<file path="config.mk">
export PLATFORM = sky130hd
export DESIGN_NAME = psm_ctrl
export DESIGN_NICKNAME = d
export VERILOG_FILES = /design/src/psm_pkg.sv /design/src/psm_ctrl.sv
export SDC_FILE = /design/constraint.sdc
export NUM_CORES = 1
export LEC_CHECK = 0
export BUFFER_PORTS_ARGS = -buffer_cell sky130_fd_sc_hd__buf_2
export CORE_UTILIZATION = 40
export CTS_CLUSTER_SIZE = 8
export DETAILED_ROUTE_END_ITERATION = 10
export PLACE_DENSITY = 0.67
export SYNTH_ARGS = -nofsm -noshare
export SYNTH_HDL_FRONTEND = slang
export SYNTH_SLANG_ARGS = --single-unit
</file>
<file path="constraint.sdc">
create_clock -name clock -period 4.5 [get_ports clock]
set_input_delay 0.225 -clock clock [delete_from_list [all_inputs] [get_ports clock]]
set_output_delay 0.225 -clock clock [all_outputs]
set_load 0.05 [all_outputs]
</file>
<file path="src/psm_pkg.sv">
// Shared types, constants and helper functions of the postfix stack machine.
`default_nettype none
package psm_pkg;

   localparam int STACK_DEPTH = 16;
   localparam int NAME_COUNT  = 52;

   localparam int VAL_W     = 48;
   localparam int FRAC_W    = 16;
   localparam int HALF_W    = VAL_W / 2;
   localparam int PROD_W    = 2 * VAL_W;
   localparam int DIVD_W    = VAL_W + FRAC_W;
   localparam int SATIN_W   = PROD_W - FRAC_W;
   localparam int SP_W      = (STACK_DEPTH > 1) ? $clog2(STACK_DEPTH) : 1;
   localparam int CNT_W     = $clog2(STACK_DEPTH + 1);
   localparam int NAME_W    = (NAME_COUNT > 1) ? $clog2(NAME_COUNT) : 1;
   localparam int DIV_STEPS = DIVD_W;
   localparam int MUL_STEPS = 4;
   localparam int CTR_MAX   = (DIV_STEPS > STACK_DEPTH) ? DIV_STEPS : STACK_DEPTH;
   localparam int CTR_W     = $clog2(CTR_MAX + 1);

   localparam logic [3:0] MODE_DIGIT = 4'd0;
   localparam logic [3:0] MODE_NAME  = 4'd1;
   localparam logic [3:0] MODE_FETCH = 4'd2;
   localparam logic [3:0] MODE_STORE = 4'd3;
   localparam logic [3:0] MODE_ADD   = 4'd4;
   localparam logic [3:0] MODE_SUB   = 4'd5;
   localparam logic [3:0] MODE_MUL   = 4'd6;
   localparam logic [3:0] MODE_DIV   = 4'd7;
   localparam logic [3:0] MODE_DUMP  = 4'd8;

   localparam logic [2:0] ST_OK    = 3'd0;
   localparam logic [2:0] ST_UNDER = 3'd1;
   localparam logic [2:0] ST_OVER  = 3'd2;
   localparam logic [2:0] ST_TYPE  = 3'd3;
   localparam logic [2:0] ST_DIV0  = 3'd4;

   localparam logic [VAL_W-1:0] VAL_MAX = {1'b0, {(VAL_W-1){1'b1}}};
   localparam logic [VAL_W-1:0] VAL_MIN = {1'b1, {(VAL_W-1){1'b0}}};

   typedef struct packed {
      logic [3:0] mode;
      logic [5:0] literal;
   } req_type;

   typedef struct packed {
      logic [2:0]        status;
      logic [VAL_W-1:0]  entry_value;
      logic              entry_is_name;
      logic [4:0]        depth;
      logic              last;
   } rsp_type;

   typedef enum logic [3:0] {
      S_IDLE, S_RD_TOP, S_RD_NEXT, S_LATCH_A, S_EVAL, S_FETCH, S_RELOAD,
      S_RELOAD_LAT, S_MUL, S_DIV, S_BIN_WB, S_EMIT, S_DUMP_RD, S_DUMP_LAT,
      S_DUMP_EMIT
   } state_type;

   typedef enum logic [1:0] {RD_TOP, RD_SECOND, RD_DUMP} rd_sel_type;

   typedef enum logic [2:0] {
      SOP_NONE, SOP_PUSH, SOP_FETCH, SOP_BIN, SOP_STORE
   } sop_type;

   typedef enum logic {RPT_TOP, RPT_RDATA} rpt_type;

   typedef struct packed {
      logic              load_req;
      rd_sel_type        rd_sel;
      logic [SP_W-1:0]   dump_idx;
      logic              latch_b;
      logic              latch_a;
      logic              st_load;
      sop_type           sop;
      logic              rpt_load;
      rpt_type           rpt_sel;
      logic              arith_init;
      logic              mul_step;
      logic [1:0]        mul_sel;
      logic              div_step;
      logic              emit;
      logic              last;
   } cmd_type;

   typedef struct packed {
      logic [3:0]        mode;
      logic [2:0]        err;
      logic [CNT_W-1:0]  count;
      logic              out_free;
   } stat_type;

   // Gives a magnitude its sign and clamps it to the value range.
   function automatic logic [VAL_W-1:0] sat_mag(input logic [SATIN_W-1:0] mag,
                                               input logic neg);
      logic [VAL_W-1:0] res;
      if (neg) begin
         if (mag >= SATIN_W'({1'b1, {(VAL_W-1){1'b0}}})) res = VAL_MIN;
         else res = VAL_W'(-mag[VAL_W-1:0]);
      end else begin
         if (mag > SATIN_W'(VAL_MAX)) res = VAL_MAX;
         else res = mag[VAL_W-1:0];
      end
      return res;
   endfunction

   // Clamps a sum that carries one guard bit.
   function automatic logic [VAL_W-1:0] sat_sum(input logic [VAL_W:0] s);
      logic [VAL_W-1:0] res;
      if (s[VAL_W] != s[VAL_W-1]) res = s[VAL_W] ? VAL_MIN : VAL_MAX;
      else res = s[VAL_W-1:0];
      return res;
   endfunction

endpackage
`default_nettype wire

</file>
<file path="src/psm_ctrl.sv">
// Controller: sequences each instruction through reads, checks, arithmetic and result words.
`default_nettype none
module psm_ctrl (
   input  wire logic               clock,
   input  wire logic               reset,
   input  wire logic               req_valid,
   output logic                    req_stall,
   input  wire psm_pkg::stat_type  status,
   output psm_pkg::cmd_type        cmd
);

   psm_pkg::state_type        state_ff, state_in;
   logic [psm_pkg::CTR_W-1:0] cnt_ff, cnt_in;
   logic                      dump_last;

   assign dump_last = (cnt_ff + psm_pkg::CTR_W'(1)) == psm_pkg::CTR_W'(status.count);

   always_comb begin
      state_in = state_ff;
      case (state_ff)
         psm_pkg::S_IDLE:       if (req_valid) state_in = psm_pkg::S_RD_TOP;
         psm_pkg::S_RD_TOP:     state_in = psm_pkg::S_RD_NEXT;
         psm_pkg::S_RD_NEXT:    state_in = psm_pkg::S_LATCH_A;
         psm_pkg::S_LATCH_A:    state_in = psm_pkg::S_EVAL;
         psm_pkg::S_EVAL: begin
            state_in = psm_pkg::S_EMIT;
            if (status.err == psm_pkg::ST_OK) begin
               case (status.mode)
                  psm_pkg::MODE_FETCH: state_in = psm_pkg::S_FETCH;
                  psm_pkg::MODE_STORE: state_in = psm_pkg::S_RELOAD;
                  psm_pkg::MODE_MUL:   state_in = psm_pkg::S_MUL;
                  psm_pkg::MODE_DIV:   state_in = psm_pkg::S_DIV;
                  psm_pkg::MODE_DUMP:
                     if (status.count != '0) state_in = psm_pkg::S_DUMP_RD;
                  default:             state_in = psm_pkg::S_EMIT;
               endcase
            end
         end
         psm_pkg::S_FETCH:      state_in = psm_pkg::S_EMIT;
         psm_pkg::S_RELOAD:     state_in = psm_pkg::S_RELOAD_LAT;
         psm_pkg::S_RELOAD_LAT: state_in = psm_pkg::S_EMIT;
         psm_pkg::S_MUL:
            if (cnt_ff == psm_pkg::CTR_W'(psm_pkg::MUL_STEPS - 1)) state_in = psm_pkg::S_BIN_WB;
         psm_pkg::S_DIV:
            if (cnt_ff == psm_pkg::CTR_W'(psm_pkg::DIV_STEPS - 1)) state_in = psm_pkg::S_BIN_WB;
         psm_pkg::S_BIN_WB:     state_in = psm_pkg::S_EMIT;
         psm_pkg::S_EMIT:       if (status.out_free) state_in = psm_pkg::S_IDLE;
         psm_pkg::S_DUMP_RD:    state_in = psm_pkg::S_DUMP_LAT;
         psm_pkg::S_DUMP_LAT:   state_in = psm_pkg::S_DUMP_EMIT;
         psm_pkg::S_DUMP_EMIT:
            if (status.out_free) state_in = dump_last ? psm_pkg::S_IDLE : psm_pkg::S_DUMP_RD;
         default:               state_in = psm_pkg::S_IDLE;
      endcase
   end

   always_comb begin
      cmd          = '0;
      cmd.rd_sel   = psm_pkg::RD_TOP;
      cmd.sop      = psm_pkg::SOP_NONE;
      cmd.rpt_sel  = psm_pkg::RPT_TOP;
      cmd.dump_idx = psm_pkg::SP_W'(cnt_ff);
      cmd.mul_sel  = cnt_ff[1:0];
      req_stall    = 1'b1;
      cnt_in       = cnt_ff;
      case (state_ff)
         psm_pkg::S_IDLE: begin
            req_stall    = 1'b0;
            cmd.load_req = req_valid;
         end
         psm_pkg::S_RD_NEXT: begin
            cmd.latch_b = 1'b1;
            cmd.rd_sel  = psm_pkg::RD_SECOND;
         end
         psm_pkg::S_LATCH_A: cmd.latch_a = 1'b1;
         psm_pkg::S_EVAL: begin
            cmd.st_load    = 1'b1;
            cmd.arith_init = 1'b1;
            cnt_in         = '0;
            if (status.err != psm_pkg::ST_OK) begin
               cmd.rpt_load = 1'b1;
            end else begin
               case (status.mode)
                  psm_pkg::MODE_DIGIT, psm_pkg::MODE_NAME: cmd.sop = psm_pkg::SOP_PUSH;
                  psm_pkg::MODE_STORE:                     cmd.sop = psm_pkg::SOP_STORE;
                  psm_pkg::MODE_ADD, psm_pkg::MODE_SUB:    cmd.sop = psm_pkg::SOP_BIN;
                  psm_pkg::MODE_FETCH, psm_pkg::MODE_MUL, psm_pkg::MODE_DIV: ;
                  default: cmd.rpt_load = 1'b1;
               endcase
            end
         end
         psm_pkg::S_FETCH:  cmd.sop = psm_pkg::SOP_FETCH;
         psm_pkg::S_RELOAD_LAT: begin
            cmd.rpt_load = 1'b1;
            cmd.rpt_sel  = psm_pkg::RPT_RDATA;
         end
         psm_pkg::S_MUL: begin
            cmd.mul_step = 1'b1;
            cnt_in       = cnt_ff + psm_pkg::CTR_W'(1);
         end
         psm_pkg::S_DIV: begin
            cmd.div_step = 1'b1;
            cnt_in       = cnt_ff + psm_pkg::CTR_W'(1);
         end
         psm_pkg::S_BIN_WB: cmd.sop = psm_pkg::SOP_BIN;
         psm_pkg::S_EMIT: begin
            cmd.emit = status.out_free;
            cmd.last = 1'b1;
         end
         psm_pkg::S_DUMP_RD: cmd.rd_sel = psm_pkg::RD_DUMP;
         psm_pkg::S_DUMP_LAT: begin
            cmd.rpt_load = 1'b1;
            cmd.rpt_sel  = psm_pkg::RPT_RDATA;
         end
         psm_pkg::S_DUMP_EMIT: begin
            cmd.emit = status.out_free;
            cmd.last = dump_last;
            if (status.out_free) cnt_in = cnt_ff + psm_pkg::CTR_W'(1);
         end
         default: cmd.rd_sel = psm_pkg::RD_TOP;
      endcase
   end

   always_ff @(posedge clock) begin
      if (reset) begin
         state_ff <= psm_pkg::S_IDLE;
         cnt_ff   <= '0;
      end else begin
         state_ff <= state_in;
         cnt_ff   <= cnt_in;
      end
   end

   a_one_last: assert property (@(posedge clock) disable iff (reset)
      (cmd.emit && cmd.last) |=> state_ff == psm_pkg::S_IDLE)
      else $error("final word did not end the instruction");

   a_div_len: assert property (@(posedge clock) disable iff (reset)
      state_ff == psm_pkg::S_DIV |-> cnt_ff < psm_pkg::CTR_W'(psm_pkg::DIV_STEPS))
      else $error("divider ran past its step count");

endmodule
`default_nettype wire

</file>
# Word level (Yosys, flattened, before mapping)
# Cells that the tools add are included.
# op_classes
n_bitwise	0
mux	28
n_eq_ne	30
n_addsub	1
multipliers	0
n_reduce_logical	14
div	0
shift	0
order_cmp	0
# ops
cell	count
4-bit one-hot mux with 13 select lines	1
4-bit by 3-bit == test with 1-bit output, second input constant	8
4-bit == test, second input constant	8
4-bit 2-to-1 mux	7
7-bit one-hot mux with 3 select lines	1
4-bit one-hot mux with 5 select lines	1
3-bit one-hot mux with 3 select lines	2
4-bit by 2-bit == test with 1-bit output, second input constant	4
1-bit 2-to-1 mux	10
2-bit inequality test, second input constant	5
4-bit by 1-bit == test with 1-bit output, second input constant	2
4-bit zero test	2
2-bit one-hot mux with 2 select lines	2
2-bit OR reduction	4
8-bit OR reduction	1
7-bit by 1-bit adder with 7-bit output, second input constant	1
7-bit by 2-bit == test with 1-bit output, second input constant	1
7-bit by 5-bit == test with 1-bit output	1
7-bit by 6-bit == test with 1-bit output, second input constant	1
7-bit 2-to-1 mux	1
3-bit 2-to-1 mux	2
3-bit nonzero test	2
5-bit AND reduction	1
5-bit nonzero test	1
other kinds (4)	4
# totals
ramBits	0
rom_bits	0
output_inout_bits	23
ff_bits	11
inputBits	16
n_memories	0
latch_bits	0
elab_cells	75

# Logic depth before layout (Yosys ltp)
# Gate-level depths: netlist of run 1.
# logic_depth
ltp_word	5
depth_mapped	9

# Worst setup path before layout of run 1
# No wires, ideal clock.
# synth_timing
kind	reg2out
startpoint	register state_ff[3]
endpoint	output cmd[8] (netlist bit)
required_ps	4275
path_stages_with_launch	5
path_slack_ps	1724
arrival_time_ps	2551
path_cell_list	dfxtp_1 > clkbuf_1 > nand2b_1 > a211oi_1 > nand2b_1
# synth_rtl
item	line_no	source
start: declaration	psm_ctrl.sv:12	psm_pkg::state_type state_ff, state_in;
start signal: assignment	psm_ctrl.sv:125	state_ff <= psm_pkg::S_IDLE;
start signal: assignment	psm_ctrl.sv:128	state_ff <= state_in;
end: declaration	psm_ctrl.sv:9	output psm_pkg::cmd_type cmd

==> reports/results.ini, run 1 <==
[layout]
drive_above_1_share_pct = 22.5
n_antenna_cell = 0
layout.nets = 209
syn_to_final_growth_pct = 15.0

[yosys]
yosys-top-cells-area = dfxtp_1, a21oi_1, nor2_1
synth_edf_count = 0
avgSynthCellArea_um2 = 6.59
synthArstFlopShare_pct = 0
synth_top_area_cell = dfxtp_1
ys.flop_type = dfxtp_1
synth-seq-area-share_pct = 20.4
yosysTopAreaCellShare_pct = 20.4
synth_cells = 164
ys_ff_latch = 11
syn_nets = 181
synth_cell_types = 39
yosys_warnings = 0
netlist_area_um2 = 1080

[worst_setup_path]
criticalPathCategory = reg2out
reg2reg_depth = 7
end_kind = primary output
worstPathArrival_ps = 2550
crit-reg2reg-launch = cnt_ff[0]
required_ps = 4280
reg2reg_slack_ps = 2330
r2r_end = state_ff[3]
path_max_fanout = 8
worst_setup_path_start_kind = register

[routing]
wl_per_cell_um = 12.6
wl_met1_um = 1270
drt_iter0_markers = 66
ant_nets = 0
wirelength_um = 2790
dr_wl_met2_um = 1250
drt_first_pass_iters = 4
top_layer_used = met4
drc_errors = 0
routed-wl-met3_um = 216
via_count = 1261
vias_per_cell = 5.71

[grt]
grt_pass1_wl_um = 4070
grt_max_degree = 14
track_usage_pct = 19.2
antenna_found_initial = 0
grt_pass1_vias = 964
grt_overflow = 0

[power_and_ir_drop]
power_uw = 316
ir_drop_v = 0.000127
power_density_nw_per_um2 = 254
cellLeakagePower_nw = 0.539

[hold_path]
hp-class = in2reg
hold_path_depth = 2
hold-path-endpoint = cnt_ff[6]
worstHoldStart = reset

[cts]
postCtsSetupBuffers = 0
cts_buffer_depth = 2
clkTransAtPathRegs_ps = 70
cts-resized-gates = 0
cts_max_level = 1
numCtsBuffers = 3
cts.sinks = 11
ctsHoldBuffers = 0
insertion_delay_ps = 270
cts_root_buf = clkbuf_4
cts_tree = yes

[sta]
fin_crit_sh_pct = 61.7
hold_viol_final = 0
fin_worst_skew_ps = 7.21
slew_headroom_pct = 55.3
fin_crit_ps = 2780
tightest_slew_ps = 665
hold_ws_ps = 280
tns_ps = 0
setup_viol = 0
fmax_mhz = 360
maxSlewViolCount = 0
rsz0062_at_grt = false

[placed_design]
hpwl_um = 2160
place_congestion = 0.879
portBuffers = 38

[floorplan]
placementRows = 18
fp.dieArea_um2 = 2910
fp.dieH_um = 54.0
fp.coreArea_um2 = 2520
ios = 39
die_w_um = 54.0
start_util_pct = 42.9

[run]
maxCapViolCount = 0

[status]
outcome = complete, no violations

-- layout make-up --
class,instances,area (um^2)
Fill cell,277,1280
Timing Repair Buffer,38,190
Inverter,6,22.5
Multi-Input combinational cell,132,747
Tap cell,30,37.5
Sequential cell,11,220
Clock buffer,4,26.3
-- flip-flops by register name (all words and copies together), names as in the netlist --
signal / cells
cnt_ff: 7
state_ff: 4
-- routing by layer --
| layer | global-route usage [%] | vias to the layer above |
|---|---|---|
| met2 | 29.0 | 57 |
| li1 | - | 631 |
| met3 | 4.24 | 8 |
| met5 | 0 | - |
| met1 | 25.7 | 565 |
| met4 | 8.55 | 0 |
-- power breakdown --
part           leakage, nW  internal, mW  switching [mW]
Combinational        0.435        0.0410          0.0912
Clock               0.0150        0.0343          0.0324
Sequential          0.0890         0.102          0.0151
-- cell usage after synthesis, types with 3 or more instances --
| master | number |
|---|---|
| a21oi_1 | 21 |
| a22oi_1 | 3 |
| and3_1 | 3 |
| buf_2 | 4 |
| buf_4 | 8 |
| clkbuf_1 | 3 |
| dfxtp_1 | 11 |
| inv_1 | 6 |
| nand2_1 | 13 |
| nand2b_1 | 5 |
| nand3_1 | 4 |
| nor2_1 | 26 |
| nor2b_1 | 3 |
| nor3_1 | 6 |
| o21ai_0 | 8 |
| o22ai_1 | 3 |
| or3_1 | 5 |
| xnor2_1 | 5 |
| xor2_1 | 3 |
-- cells in the final DEF (no fill, tap or decap), drive strengths merged --
cell type   n
a31oi       1
and3        3
clkbuf      4
nor2b       3
a211oi      2
and2        1
nand4bb     1
or3         5
nand3       4
o31a        1
nor4        3
a21o        2
ha          1
nand2b      5
a21oi      21
nor3b       1
nor3        6
inv         6
a311o       1
dfxtp      11
nor2       26
o22ai       3
o21ai       9
or2         1
or4         1
o2111ai     1
buf        38
a22oi       3
xnor2       5
nand3b      2
or4b        1
xor2        3
o21a        1
nand2      13
o211ai      1
o32ai       1
-- stage by stage --
| stage | cell area (um^2) | setup slack [ps] | std cells | util [%] |
|---|---|---|---|---|
| floorplan | 1080 | 1720 | 164 | - |
| global placement | 1220 | 2110 | 217 | 48.3 |
| global route | 1240 | 1400 | 221 | 49.3 |
| detailed placement | 1220 | 1990 | 217 | 48.3 |
| finish | 1240 | 1720 | 221 | 49.3 |
| CTS | 1240 | 1700 | 221 | 49.3 |
-- worst max-delay path, stage by stage, from the launching register on --
cell and delay (ps):
dfxtp_1 460, ha_1 330, nand3_1 180, nor2_1 200, xor2_1 90, nor4_1 490, nand2_1 120, a21oi_1 140
buf_2 270
-- logic make-up (layout without fill, tap and decap cells) --
kind of cell / count (synthesis) / count (layout) / synth area share, %
and+or+nand+nor: 76 / 76 / 35.6
AOI/OAI and AO/OA: 47 / 47 / 25.8
buffers and inverters: 21 / 48 / 10.5
DFF: 11 / 11 / 20.4
xor gates and xnor gates: 8 / 8 / 6.48
adders and majority gates: 1 / 1 / 1.16
-- worst max path at each step --
stage	from	end	cells after the start
2_1_floorplan	state_ff[3]	cmd[8]	4
3_3_place_gp	cnt_ff[0]	cmd[0]	8
3_5_place_dp	cnt_ff[0]	cmd[0]	8
4_1_cts	cnt_ff[0]	cmd[0]	8
5_1_grt	cnt_ff[0]	cmd[0]	8
6_report	cnt_ff[0]	cmd[0]	8
No activity file was read; power rests on OpenSTA's default activity.
==> run 2: changes to the inputs <==
==> constraint.sdc (replaced) <==
create_clock -name clock -period 2.83 [get_ports clock]
set_input_delay 0.1415 -clock clock [delete_from_list [all_inputs] [get_ports clock]]
set_output_delay 0.1415 -clock clock [all_outputs]
set_load 0.05 [all_outputs]
==> run 2 against run 1 <==
Effect of this change: register-to-register slack got worse by 1600 ps; sequential power rose by 60%; cell area rose by 1.4%; first-iteration DRC count fell by 52%; via count rose by 0.56%; critical path depth did not move; die area did not move; count of clock-buffer cells in the layout fell by 1; sequential share of layout area fell by 0.25 points; wire length rose by 5.2%; global-route usage rose by 0.72 points; critical path type unchanged; setup slack got worse by 1500 ps.
==> reports/results.ini, run 2 (synthesized netlist as in run 1, its figures left out) <==
[status]
outcome = complete, no violations

[grt]
grt_max_degree = 14  ; unchanged
grt_pass1_vias = 1003  ; +4.0%
grt_overflow = 0  ; unchanged
antenna_found_initial = 0  ; unchanged
grt_pass1_wl_um = 4260  ; +4.6%
track_usage_pct = 19.9  ; +0.72 points

[layout]
final_common_cell = buf_2
top_regs = cnt_ff x7, state_ff x4
layout_common_cells = buf_2, nor2_1, a21oi_1
layout.nets = 210  ; +0.48%
n_antenna_cell = 0  ; unchanged
drive_above_1_share_pct = 24.5  ; +2.0 points
multi_input_comb_area_um2 = 756  ; +1.2%
syn_to_final_growth_pct = 16.7
final_core_util_pct = 50.0  ; +0.69 points
largest_register_ff_count = 7  ; unchanged
seq_area_um2 = 220  ; unchanged
top_register = cnt_ff
num-fill-cells = 271  ; -2.2%

[worst_setup_path]
worstPathArrival_ps = 2450  ; -100 ps
criticalPathCategory = reg2out
required_ps = 2690  ; -1590 ps
slowest_delay_ps = 460  ; -30 ps
path_max_fanout = 8  ; unchanged
path_delay_family = simple AND/OR/NAND/NOR gates
critPathBufInv = 1  ; unchanged
cp_cell_sequence = ha_2, nand3_1, nor2_1, xor2_1, nor4_2, nand2_1, a21oi_1, buf_2
worst_setup_path_start_kind = register
end_kind = primary output
critical_path.slowest_cell = dfxtp_1

[cts]
cts_buffer_depth = 2  ; unchanged
cts_tree = yes
cts_root_buf = clkbuf_4
cts.sinks = 11  ; unchanged
insertion_delay_ps = 270  ; about the same
cts_max_level = 1  ; unchanged
numCtsBuffers = 3  ; unchanged
clkTransAtPathRegs_ps = 70  ; about the same

[routing]
ant_nets = 0  ; unchanged
drt_first_pass_iters = 4  ; unchanged
wirelength_um = 2930  ; +5.2%
wl_per_cell_um = 13.2  ; +4.7%
via_count = 1268  ; +0.56%
drt_iter0_markers = 32  ; -52%
drc_errors = 0  ; unchanged
vias_per_cell = 5.71  ; +0.10%

[floorplan]
fp.dieArea_um2 = 2910  ; unchanged
placementRows = 18  ; unchanged
die_w_um = 54.0  ; unchanged
fp.coreArea_um2 = 2520  ; unchanged
ios = 39  ; unchanged
fp.dieH_um = 54.0  ; unchanged
start_util_pct = 42.9  ; unchanged

[power_and_ir_drop]
pwr-share-clk_pct = 21.4  ; +0.3 points
p_sw_uw = 224  ; +62%
power_uw = 505  ; +60%
intPower_uw = 280  ; +58%
switching_share_pct = 44.4  ; +0.58 points
ir_drop_v = 0.000298  ; +130%
cellLeakagePower_nw = 0.545  ; +1.1%
power_density_nw_per_um2 = 400  ; +57%
seq_power_share_pct = 37.1  ; about the same
p_comb_share_pct = 41.6  ; -0.2 points

[hold_path]
hp-class = in2reg

[run]
maxCapViolCount = 0  ; unchanged

[sta]
fin_crit_sh_pct = 91.7
slew_headroom_pct = 65.7  ; +10 points
hold_viol_final = 0  ; unchanged
fin_ws_ps = 234  ; -1490 ps
fin_worst_skew_ps = 0.948  ; -6.27 ps
tightest_slew_ps = 509  ; -156 ps
fmax_mhz = 385
tns_ps = 0  ; unchanged
setup_viol = 0  ; unchanged
fin_crit_ps = 2600
maxSlewViolCount = 0  ; unchanged
rsz0062_at_grt = false

[placed_design]
place_congestion = 0.850  ; -3.3%
portBuffers = 38  ; unchanged
hpwl_um = 2210  ; +1.9%
dp_slack_ps = 423  ; -1570 ps

-- run 2: cell types whose count changed in the layout (fill, tap and decap cells not counted) --
cell	change
ha_1	-1
ha_2	+1
nor4_1	-1
clkbuf_1	-1
clkinv_2	+1
buf_4	+1
nor4_2	+1
-- run 2: final timing paths --
| path | startpoint | end | slack, ps | cells past startpoint |
|---|---|---|---|---|
| worst min register to register | cnt_ff[6] | cnt_ff[6] | 540 | 2 |
| worst max-delay path | cnt_ff[0] | cmd[0] | 230 | 8 |
| worst max register to register | cnt_ff[0] | state_ff[3] | 730 | 5 |
| worst min-delay path | status[0] | state_ff[1] | 170 | 4 |
-- run 2: repair_timing --
| action | in CTS | in global routing |
|---|---|---|
| setup endpoints to repair | 0 | 1 |
| buffers inserted | 0 | 0 |
| resized for setup | 0 | 2 |
| hold buffers | 0 | 0 |
-- run 2: area by class of cell --
cell class                 instances  share of cell area [%]
sequential                        11                    17.5
tap                               30                    2.98
inverter                           6                    1.79
multi-input combinational        132                    59.9
timing repair buffer              39                    15.7
clock inverter                     1                   0.397
clock buffer                       3                    1.79
-- run 2: worst reg2reg max path: stages, from the launching register on --
cell	delay (ps)
dfxtp_1	460
ha_2	300
or4b_1	450
o31a_1	280
or3_1	310
o21a_1	200
-- run 2: power by group through the flow --
stage	sequential [mW]	combinational (mW)	clock, mW
after global routing	0.189	0.227	0.119
after floorplan	0.171	0.180	0
after global placement	0.189	0.205	0
final	0.187	0.210	0.108
after detailed placement	0.189	0.207	0
after CTS	0.186	0.207	0.113
-- run 2: per-stage QoR --
stage	area [um^2]	hold WS (ps)	cells
after global routing	1260	174	222
after detailed placement	1220	466	218
after floorplan	1080	296	164
after global placement	1220	461	218
after CTS	1250	168	222
final	1260	170	222
-- run 2: routing by layer --
layer	vias up	wire, um	part of all wire [%]	track usage [%]
met3	2	221	7.5	4.24
li1	632	-	-	-
met5	-	0	0	0
met1	580	1330	45	25.3
met2	54	1370	47	34.2
met4	0	11	0.38	4.27
==> run 3: changes to the inputs <==
--- a/config.mk
+++ b/config.mk
@@ -9,6 +9,7 @@
 export CORE_UTILIZATION = 40
 export CTS_CLUSTER_SIZE = 8
 export DETAILED_ROUTE_END_ITERATION = 10
+export GPL_TIMING_DRIVEN = 0
 export PLACE_DENSITY = 0.67
 export SYNTH_ARGS = -nofsm -noshare
 export SYNTH_HDL_FRONTEND = slang
==> run 3 against run 2 <==
Effect of this change: via count is 5.0% higher; utilization grew 3.3 points; largest cell class unchanged; register-to-register slack got worse by 220 ps; setup slack got worse by 12 ps; flip-flop and latch count unchanged; critical path depth did not move.
==> reports/results.ini, run 3 (synthesized netlist as in run 1, its figures left out) <==
[cts]
cts_tree = yes
ctsHoldBuffers = 0  ; unchanged
numCtsBuffers = 3  ; unchanged
cts_root_buf = clkbuf_4
clkTransAtPathRegs_ps = 70  ; about the same
cts.sinks = 11  ; unchanged
cts_buffer_depth = 2  ; unchanged
cts_max_level = 1  ; unchanged
postCtsSetupBuffers = 0  ; unchanged
insertion_delay_ps = 260  ; about the same

[routing]
wirelength_um = 2990  ; +2.0%
wl_per_cell_um = 12.7  ; -4.0%
ant_nets = 0  ; unchanged
drt_first_pass_iters = 5  ; +1
drc_errors = 0  ; unchanged
drt_iter0_markers = 34  ; +6.3%
via_count = 1332  ; +5.0%
vias_per_cell = 5.64  ; -1.2%

[run]
maxCapViolCount = 0  ; unchanged

[sta]
hold_viol_final = 0  ; unchanged
fin_crit_sh_pct = 92.2  ; +0.44 points
fmax_mhz = 383  ; -0.47%
fin_worst_skew_ps = 5.33  ; +4.38 ps
rsz0062_at_grt = false
maxSlewViolCount = 0  ; unchanged
tns_ps = 0  ; unchanged
hold_ws_ps = 164  ; -5.77 ps
tightest_slew_ps = 664  ; +155 ps
fin_crit_ps = 2610  ; +12.4 ps
setup_viol = 0  ; unchanged
slew_headroom_pct = 55.4  ; -10 points

[layout]
num-fill-cells = 287  ; +5.9%
top_register = cnt_ff
final_common_cell = buf_2
drive_above_1_share_pct = 27.7  ; +3.2 points
n_antenna_cell = 0  ; unchanged
seq_area_um2 = 220  ; unchanged
multi_input_comb_area_um2 = 756  ; unchanged
largest_register_ff_count = 7  ; unchanged
syn_to_final_growth_pct = 24.3
fin_cells = 236  ; +6.3%
top_regs = cnt_ff x7, state_ff x4
layout_common_cells = buf_2, nor2_1, a21oi_1
layout.nets = 224  ; +6.7%

[floorplan]
start_util_pct = 42.9  ; unchanged
ios = 39  ; unchanged
die_w_um = 54.0  ; unchanged
fp.dieH_um = 54.0  ; unchanged
fp.dieArea_um2 = 2910  ; unchanged
fp.coreArea_um2 = 2520  ; unchanged
placementRows = 18  ; unchanged

[worst_setup_path]
path_max_fanout = 8  ; unchanged
criticalPathCategory = reg2out
worst_setup_path_start_kind = register
reg2reg_slack_ps = 510  ; -220 ps
worstPathArrival_ps = 2470  ; +20 ps
end_kind = primary output
required_ps = 2690  ; about the same

[placed_design]
hpwl_um = 2350  ; +6.3%
placed_cells = 232  ; +6.4%
place_congestion = 0.859  ; +1.1%
portBuffers = 38  ; unchanged

[power_and_ir_drop]
ir_drop_v = 0.000282  ; -5.2%
cellLeakagePower_nw = 0.606  ; +11%
power_uw = 513  ; +1.7%
power_density_nw_per_um2 = 382  ; -4.6%

[grt]
grt_pass1_vias = 1035  ; +3.2%
grt_overflow = 0  ; unchanged
track_usage_pct = 21.1  ; +1.2 points
grt_pass1_wl_um = 4500  ; +5.7%
grt_max_degree = 11  ; -3
antenna_found_initial = 0  ; unchanged

[hold_path]
hp-class = in2reg

[status]
outcome = complete, no violations

-- run 3: critical path: stages (launching register included) --
cell and delay (ps):
dfxtp_1 480, ha_2 310, nand3_1 200, nor2_1 210, xor2_1 100, nor4_2 370
nand2_1 100, a21oi_1 140, buf_2 270
-- run 3: power by group --
part | total, mW | internal, mW | switching [mW]
clock network | 0.104 | 0.0545 | 0.0497
logic | 0.239 | 0.0737 | 0.166
registers | 0.170 | 0.163 | 0.00682
-- run 3: area by class of cell --
type | count | area share [%]
Sequential cell | 11 | 16.4
Inverter | 6 | 1.68
Timing Repair Buffer | 38 | 14.2
Multi-Input combinational cell | 132 | 56.2
Tap cell | 30 | 2.79
Clock buffer | 4 | 1.96
Buffer | 15 | 6.80
-- run 3: layer usage --
layer	track usage (%)	vias up	share of wire, %	wire length, um
met5	0	-	0	0
met4	6.41	0	1.4	41
met3	2.54	6	5.5	166
met2	35.4	49	45	1350
met1	27.9	613	48	1430
li1	-	664	-	-
-- run 3: repair_timing --
action | 4_1_cts | 5_1_grt
gates resized for setup | 0 | 2
endpoints found under the setup margin | 0 | 1
hold endpoints to repair | 0 | 0
-- run 3: through the flow --
stage / utilization, % / setup WS [ps] / instance area (um^2)
floorplan: - / 138 / 1080
global placement: 51.9 / 374 / 1310
detailed placement: 51.9 / 364 / 1310
CTS: 52.9 / 63.6 / 1340
global route: 53.3 / 12.9 / 1340
finish: 53.3 / 222 / 1340
-- run 3: path summary, 6_finish.rpt --
| check | startpoint | to | cells after the start |
|---|---|---|---|
| setup / recovery | cnt_ff[0] | cmd[0] | 8 |
| hold / removal | reset | state_ff[3] | 3 |
| hold reg to reg | cnt_ff[6] | cnt_ff[6] | 2 |
| setup reg to reg | cnt_ff[0] | state_ff[0] | 7 |
